==> config.mk <==
export PLATFORM = sky130hd
export DESIGN_NAME = tcs_divider
export DESIGN_NICKNAME = d
export VERILOG_FILES = /design/src/rtl/tcs_divider.sv
export SDC_FILE = /design/constraint.sdc
export NUM_CORES = 1
export LEC_CHECK = 0
export BUFFER_PORTS_ARGS = -buffer_cell sky130_fd_sc_hd__buf_2
export CAP_MARGIN = 25
export CORE_MARGIN = 5
export CORE_UTILIZATION = 57
export DETAILED_ROUTE_END_ITERATION = 8
export PLACE_DENSITY = 0.77
export SKIP_LAST_GASP = 1
export SLEW_MARGIN = 20
export SYNTH_ARGS = -nofsm -noshare
export SYNTH_HDL_FRONTEND = slang
export SYNTH_SLANG_ARGS = --single-unit
==> constraint.sdc <==
create_clock -name clk -period 3.15 [get_ports clk]
set_clock_uncertainty 0.05 [all_clocks]
set_input_delay 0.4725 -clock clk [delete_from_list [all_inputs] [get_ports clk]]
set_output_delay 0.4725 -clock clk [all_outputs]
set_load 0.01 [all_outputs]
==> src/rtl/tcs_divider.sv <==
module tcs_divider #(
    parameter int VW  = 17,
    parameter int QB  = 6,
    parameter int SBW = 1
) (
    input  logic                clk,
    input  logic                rst_n,
    input  logic                advance,
    input  logic                in_valid,
    input  logic [VW+QB-1:0]    dividend,
    input  logic [VW-1:0]       divisor,
    input  logic [SBW-1:0]      in_info,
    output logic                out_valid,
    output logic [QB-1:0]       quotient,
    output logic                overflow,
    output logic [SBW-1:0]      out_info
);

    localparam int DW = VW + QB;

    logic [DW-1:0]  rem_reg  [0:QB];
    logic [DW-1:0]  rem_next [0:QB];
    logic [VW-1:0]  dvs_reg  [0:QB];
    logic [VW-1:0]  dvs_next [0:QB];
    logic [QB-1:0]  quo_reg  [0:QB];
    logic [QB-1:0]  quo_next [0:QB];
    logic [QB:0]    ovf_reg;
    logic [QB:0]    ovf_next;
    logic [SBW-1:0] info_reg  [0:QB];
    logic [SBW-1:0] info_next [0:QB];
    logic [QB:0]    valid_reg;
    logic [QB:0]    valid_next;

    always_comb
    begin
        logic [DW-1:0] trial;
        logic          ge;
        rem_next[0]   = dividend;
        dvs_next[0]   = divisor;
        quo_next[0]   = '0;
        ovf_next[0]   = dividend >= {divisor, {QB{1'b0}}};
        info_next[0]  = in_info;
        valid_next[0] = in_valid;
        for (int i = 0; i < QB; i++)
        begin
            trial           = DW'(dvs_reg[i]) << (QB - 1 - i);
            ge              = rem_reg[i] >= trial;
            rem_next[i+1]   = ge ? (rem_reg[i] - trial) : rem_reg[i];
            dvs_next[i+1]   = dvs_reg[i];
            quo_next[i+1]   = quo_reg[i] | (QB'(ge) << (QB - 1 - i));
            ovf_next[i+1]   = ovf_reg[i];
            info_next[i+1]  = info_reg[i];
            valid_next[i+1] = valid_reg[i];
        end
    end

    always_ff @(posedge clk or negedge rst_n)
    begin
        if (!rst_n)
        begin
            valid_reg <= '0;
        end
        else if (advance)
        begin
            valid_reg <= valid_next;
        end
    end

    always_ff @(posedge clk)
    begin
        if (advance)
        begin
            ovf_reg <= ovf_next;
            for (int i = 0; i <= QB; i++)
            begin
                rem_reg[i]  <= rem_next[i];
                dvs_reg[i]  <= dvs_next[i];
                quo_reg[i]  <= quo_next[i];
                info_reg[i] <= info_next[i];
            end
        end
    end

    assign out_valid = valid_reg[QB];
    assign quotient  = quo_reg[QB];
    assign overflow  = ovf_reg[QB];
    assign out_info  = info_reg[QB];

endmodule

==> results.sh, run 1 <==
export IMPL_die_area_um2=29800
export IMPL_gpl_final_weighted_congestion=0.942
export IMPL_startpoint="rem_reg[1][5]"
export IMPL_placeableCoreArea_um2=26100
export IMPL_synthesis_instances=1298
export IMPL_worst_reg_to_reg_setup_slack_ns=0.08
export IMPL_crit_type="reg2reg"
export IMPL_grt_antenna_before_repair=0
export IMPL_finish_net_count=1588
export IMPL_worstPathArrival_ns=3.32
export IMPL_path_depth=9
export IMPL_timing_final_crit_period_ns=3.07
export IMPL_cp_end_kind="flop"
export IMPL_grt_overflow_total=0
export IMPL_mostFrequentLayoutCell="edfxtp_1"
export IMPL_drt_wirelength_per_cell_um=16.0
export IMPL_antenna_cells_inserted=0
export IMPL_post_route_period_util=0.975
export IMPL_cts_sink_count=282
export IMPL_cts_inserted_buffers=30
export IMPL_worst_skew_pair_late_latency_ns=0.54
export IMPL_flow_area_growth_from_synthesis_pct=14.8
export IMPL_cpLargestDelayFamily="simple AND/OR/NAND/NOR gates"
export IMPL_layoutNonFillerInstCount=1778
export IMPL_startpoint_type="flop"
export IMPL_routed_wl_um=28400
export IMPL_synth_top_cell_area_share=0.548
export IMPL_buffer_ports_inserted=53
export IMPL_synth_cell_area_um2=15100
export IMPL_synth_edf_count=275
export IMPL_syn_avg_cell_area_um2=11.6
export IMPL_num_rows=59
export IMPL_yosysTopAreaCell="edfxtp_1"
export IMPL_vias=9848
export IMPL_yosys_warnings=0
export IMPL_pin_count_of_the_biggest_net_entering_global_routing=80
export IMPL_fin_hold_ws_ns=0.0615
export IMPL_viasPerCell=5.54
export IMPL_die_x_um=173
export IMPL_timing_final_max_slew_violations=0
export IMPL_timing_critical_path_fanout_max=7
export IMPL_floorplan_io_pins=54
export IMPL_cts_root_buf="clkbuf_16"
export IMPL_mostFrequentLayoutCells="275 x edfxtp_1, 142 x inv_1, 118 x ha_1"
export IMPL_initial_core_util=0.578
export IMPL_syn_num_nets=1467
export IMPL_power_leakage_nw=7.03
export IMPL_report_power_total_mw=13.2
export IMPL_ir_drop_mv=0.532
export IMPL_count_of_fill_cells_added_during_filler_insertion=1997
export IMPL_grt_pass1_vias=10100
export IMPL_tightestPinTransition_ns=0.601
export IMPL_final_design_utilization=0.664
export IMPL_worst_path_buf_inv=1
export IMPL_power_density_nw_per_um2=762
export IMPL_largest_register_ff_count=138
export IMPL_synth_seq_cells=282
export IMPL_min_path_type="in2reg"
export IMPL_maxCapViolations=0
export IMPL_drive_gt1_frac=0.141
export IMPL_crit_path_top_delay_cell="or4_4"
export IMPL_synth_ff_type="edfxtp_1"
export IMPL_reg2reg_from="rem_reg[1][5]"
export IMPL_antenna_violating_nets_post_route=0
export IMPL_max_stage_delay_ns=0.49
export IMPL_place_detailed_hpwl_um=21700
export IMPL_timing_critical_path_cells="ha_4, or4b_4, or4_4, nor3_2, nor4_1, o21ai_1, a31oi_4, buf_12, mux2_2"
export IMPL_outcome="completed"
export IMPL_hold_violations=0
export IMPL_drt_pre_antenna_iters=6
export IMPL_clock_tree_buffer_depth=3
export IMPL_achievable_frequency_ghz=0.325
export IMPL_worst_slew_margin_rel=0.599
export IMPL_setup_repair_after_global_routing_missed_its_margin="yes"
export IMPL_grt_usage=0.187
export IMPL_crit_required_ns=3.40
export IMPL_setup_worst_path_end="rem_reg[2][5]"
export IMPL_drt_initial_drc_count=363
export IMPL_ys_types=68
export IMPL_tritoncts="built"
export IMPL_proportion_of_synthesized_flip_flops_having_asynchronous_set_or_reset=0.0248
export IMPL_r2r_end="rem_reg[2][5]"
export IMPL_grt_first_pass_wirelength_um=47000
export IMPL_synth_seq_area_share=0.559
export IMPL_clk_pin_slew_worst_paths_ns=0.06
export IMPL_chipHeight_um=173
export IMPL_synth_area_top_cells="edfxtp_1 55%, ha_1 9.9%, inv_1 3.6%"
export IMPL_dp_cells=1713
export IMPL_timing_reg2reg_worst_path_depth=9
export IMPL_htree_num_levels=1
export IMPL_report_final_setup_viol=0
export IMPL_drt_drc_violations_left=0
-- worst min-delay path by stage --
stage	from	end	slack (ns)	cells past startpoint
6_report	in_info	info_reg[0]	0.06	1
2_1_floorplan	rst_n	valid_reg[0]	0.13	0
3_3_place_gp	rst_n	valid_reg[6]	0.25	1
3_5_place_dp	rst_n	valid_reg[5]	0.27	1
4_1_cts	in_info	info_reg[0]	0.03	1
5_1_grt	in_info	info_reg[0]	0.03	1
-- repair_timing --
action	4_1_cts	5_1_grt
gates cloned	2	1
pin swaps	0	7
hold buffers	1	0
endpoints found under the setup margin	14	25
resized for setup	5	9
buffers inserted	0	6
endpoints found under the hold margin	7	0
-- area by class of cell --
class	count	area, um^2	area share
clock inverter	16	140	0.00810
clock buffer	40	840	0.0485
tap	335	419	0.0242
multi-input combinational	846	6060	0.350
sequential	282	8430	0.487
timing repair buffer	114	868	0.0502
inverter	145	544	0.0314
-- report_power, final --
group | internal (mW) | switching, mW | leakage, nW
clock network | 2.03 | 1.36 | 0.478
logic | 2.02 | 2.34 | 3.80
registers | 5.07 | 0.373 | 2.75
-- Yosys cell counts (8+ instances only) --
cell type and instances:
a21o_1 24, o21ai_1 51, o31ai_1 8, nand2_1 91, xor2_1 30, o211ai_1 8, nor3_1 18, inv_1 143
ha_1 119, a21oi_2 9, xnor2_1 41, mux2_2 12, nor2_1 78, a31oi_1 9, nor4_1 11, nand4_1 11
o21bai_1 9, mux2_1 10, nor2b_1 14, nand2b_1 23, o21ai_0 45, a211oi_1 12, a21oi_1 92, edfxtp_1 275
nand3_1 26, clkbuf_1 17
-- kinds of logic after synthesis --
kind of cell / count (synthesis) / synth area share
compound gates: 312 / 0.128
xor+xnor: 71 / 0.0413
fa+ha+maj: 124 / 0.105
buf+inv: 171 / 0.0440
flops: 282 / 0.559
mux: 28 / 0.0217
simple gates: 310 / 0.100
-- routing by layer --
metal	GRT usage	wire length, um	vias up
li1	-	-	4995
met1	0.216	11500	4554
met2	0.341	14600	229
met4	0.0865	1290	0
met3	0.0262	1110	70
met5	0	0	-
-- stage by stage --
stage / cell area [um^2] / worst slack (ns) / TNS [ns]
floorplan: 15100 / 0.216 / 0
global placement: 16100 / 0.0121 / 0
detailed placement: 16100 / -0.134 / -1.04
CTS: 17200 / 0.0270 / 0
global route: 17300 / -0.0194 / -0.0967
finish: 17300 / 0.0775 / 0
Note: power is estimated with default switching activity, not from simulation.
==> run 2, diff against run 1 <==
--- a/config.mk
+++ b/config.mk
@@ -10,6 +10,7 @@
 export CORE_MARGIN = 5
 export CORE_UTILIZATION = 57
 export DETAILED_ROUTE_END_ITERATION = 8
+export MAX_ROUTING_LAYER = met4
 export PLACE_DENSITY = 0.77
 export SKIP_LAST_GASP = 1
 export SLEW_MARGIN = 20
==> run 2 against run 1 <==
Compared with the run above: count of clock-buffer cells in the layout fell by 5; first-iteration DRC count rose by 42%; die area did not move; non-clock buffer count fell by 3; critical path depth rose by 1; hold slack improved by 0.0041 ns; largest cell class unchanged; largest power group unchanged.
==> results.sh, run 2 (same netlist as run 1, synthesis figures left out) <==
export IMPL_tightestPinTransition_ns=0.698
export IMPL_antenna_cells_inserted=0
export IMPL_final_setup_slack_of_the_worst_path_ns=0.0188
export IMPL_cts_inserted_buffers=29
export IMPL_clk_pin_slew_worst_paths_ns=0.06
export IMPL_grt_overflow_total=0
export IMPL_clock_tree_buffer_depth=3
export IMPL_mostFrequentLayoutCells="275 x edfxtp_1, 143 x inv_1, 118 x ha_1"
export IMPL_report_final_setup_viol=0
export IMPL_drt_drc_violations_left=0
export IMPL_grt_first_pass_wirelength_um=47200
export IMPL_ir_drop_mv=0.504
export IMPL_drt_initial_drc_count=516
export IMPL_drive_gt1_frac=0.139
export IMPL_hold_violations=0
export IMPL_grt_usage=0.194
export IMPL_layoutNonFillerInstCount=1771
export IMPL_count_of_fill_cells_added_during_filler_insertion=1999
export IMPL_hp_start="in_info"
export IMPL_power_leakage_nw=6.96
export IMPL_antenna_violating_nets_post_route=0
export IMPL_r2r_end="rem_reg[2][5]"
export IMPL_finish_net_count=1584
export IMPL_timing_critical_path_fanout_max=6
export IMPL_mostFrequentLayoutCell="edfxtp_1"
export IMPL_viasPerCell=5.61
export IMPL_setup_repair_after_global_routing_missed_its_margin="yes"
export IMPL_timing_final_max_slew_violations=0
export IMPL_outcome="completed"
export IMPL_drt_pre_antenna_iters=5
export IMPL_timing_final_crit_period_ns=3.13
export IMPL_dp_cells=1712
export IMPL_htree_num_levels=1
export IMPL_flow_area_growth_from_synthesis_pct=14.0
export IMPL_power_density_nw_per_um2=755
export IMPL_min_path_type="in2reg"
export IMPL_crit_required_ns=3.37
export IMPL_dpl_worst_slack_ns=-0.0765
export IMPL_worst_reg_to_reg_setup_slack_ns=0.02
export IMPL_pin_count_of_the_biggest_net_entering_global_routing=78
export IMPL_grt_antenna_before_repair=0
export IMPL_chipHeight_um=173
export IMPL_drt_wirelength_per_cell_um=16.5
export IMPL_totalNegativeSetupSlack_ns=0
export IMPL_initial_core_util=0.578
export IMPL_die_x_um=173
export IMPL_maxCapViolations=0
export IMPL_num_rows=59
export IMPL_startpoint_type="flop"
export IMPL_hold_path_endpoint="info_reg[0]"
export IMPL_placeableCoreArea_um2=26100
export IMPL_tritoncts="built"
export IMPL_cp_end_kind="flop"
export IMPL_worstPathArrival_ns=3.35
export IMPL_vias=9928
export IMPL_hold_path_depth=1
export IMPL_worst_slew_margin_rel=0.531
export IMPL_largest_register_ff_count=138
export IMPL_crit_type="reg2reg"
export IMPL_buffer_ports_inserted=53
export IMPL_cts_sink_count=282
export IMPL_achievable_frequency_ghz=0.319
export IMPL_detailed_place_area_um2=16100
export IMPL_floorplan_io_pins=54
export IMPL_fin_area_um2=17200
export IMPL_die_area_um2=29800
export IMPL_cts_root_buf="clkbuf_16"
export IMPL_gpl_final_weighted_congestion=0.957
export IMPL_post_route_period_util=0.994
export IMPL_reg2reg_from="rem_reg[1][5]"
export IMPL_place_detailed_hpwl_um=22200
export IMPL_worst_skew_pair_late_latency_ns=0.54
export IMPL_routed_wl_um=29100
export IMPL_grt_pass1_vias=10000
export IMPL_timing_reg2reg_worst_path_depth=10
export IMPL_report_power_total_mw=13.0
run 2: cell types whose count changed in the layout (fill, tap and decap cells not counted), moves of 2 or more:
| cell | previous run | this run |
|---|---|---|
| buf_12 | 6 | 4 |
| inv_6 | 2 | 0 |
| clkinv_4 | 2 | 0 |
| buf_4 | 50 | 48 |
| clkbuf_8 | 3 | 0 |
| clkinv_2 | 3 | 6 |
| bufbuf_16 | 2 | 0 |
run 2: repair_timing:
action                                 in CTS  in global routing
resized for setup                           2                 18
endpoints found under the hold margin       7                  0
buffers inserted                            0                  3
setup endpoints to repair                   7                 19
gates cloned                                0                  3
hold buffers                                1                  0
pin swaps                                   0                  6
run 2: area by class of cell:
class / instances / area [um^2] / area share
Tap cell: 335 / 419 / 0.0244
Inverter: 145 / 544 / 0.0317
Timing Repair Buffer: 111 / 810 / 0.0471
Clock buffer: 35 / 748 / 0.0435
Clock inverter: 17 / 131 / 0.00765
Multi-Input combinational cell: 846 / 6100 / 0.355
Sequential cell: 282 / 8430 / 0.491
run 2: through the flow:
stage	hold WS, ns	utilization
3_5_place_dp	0.264	0.618
4_1_cts	0.0419	0.652
6_report	0.0656	0.659
3_3_place_gp	0.254	0.618
2_1_floorplan	0.127	-
5_1_grt	0.0393	0.659
run 2: worst max-delay path by stage:
stage / startpoint / endpoint / slack [ns] / depth (start not counted)
final: rem_reg[1][5] / rem_reg[2][5] / 0.02 / 10
after global routing: rem_reg[1][4] / rem_reg[2][18] / -0.15 / 11
after CTS: dvs_reg[0][0] / rem_reg[1][9] / 0.02 / 10
after detailed placement: dvs_reg[0][0] / rem_reg[1][9] / -0.08 / 10
after global placement: rem_reg[1][4] / rem_reg[2][18] / 0.005 / 11
after floorplan: dvs_reg[0][0] / rem_reg[1][11] / 0.22 / 10
run 2: metal layers:
| metal | track usage | part of all wire | wire length (um) |
|---|---|---|---|
| met3 | 0.0242 | 0.036 | 1060 |
| met1 | 0.219 | 0.40 | 11600 |
| met5 | - | 0 | 0 |
| met2 | 0.360 | 0.54 | 15700 |
| met4 | 0.0611 | 0.027 | 782 |
run 2: report_power, final:
group          leakage (nW)  switching [mW]  total [mW]  internal (mW)
logic                  3.79            2.38        4.37           1.99
clock network         0.427            1.32        3.16           1.84
registers              2.75           0.373        5.44           5.07
run 2: worst max-delay path, stage by stage (launching register included):
cell	delay, ns
edfxtp_1	0.46
ha_4	0.31
or4b_4	0.45
or4_4	0.44
nor3_4	0.17
buf_6	0.12
nor4_1	0.03
o21ai_1	0.26
a31oi_4	0.11
buf_12	0.19
mux2_2	0.28
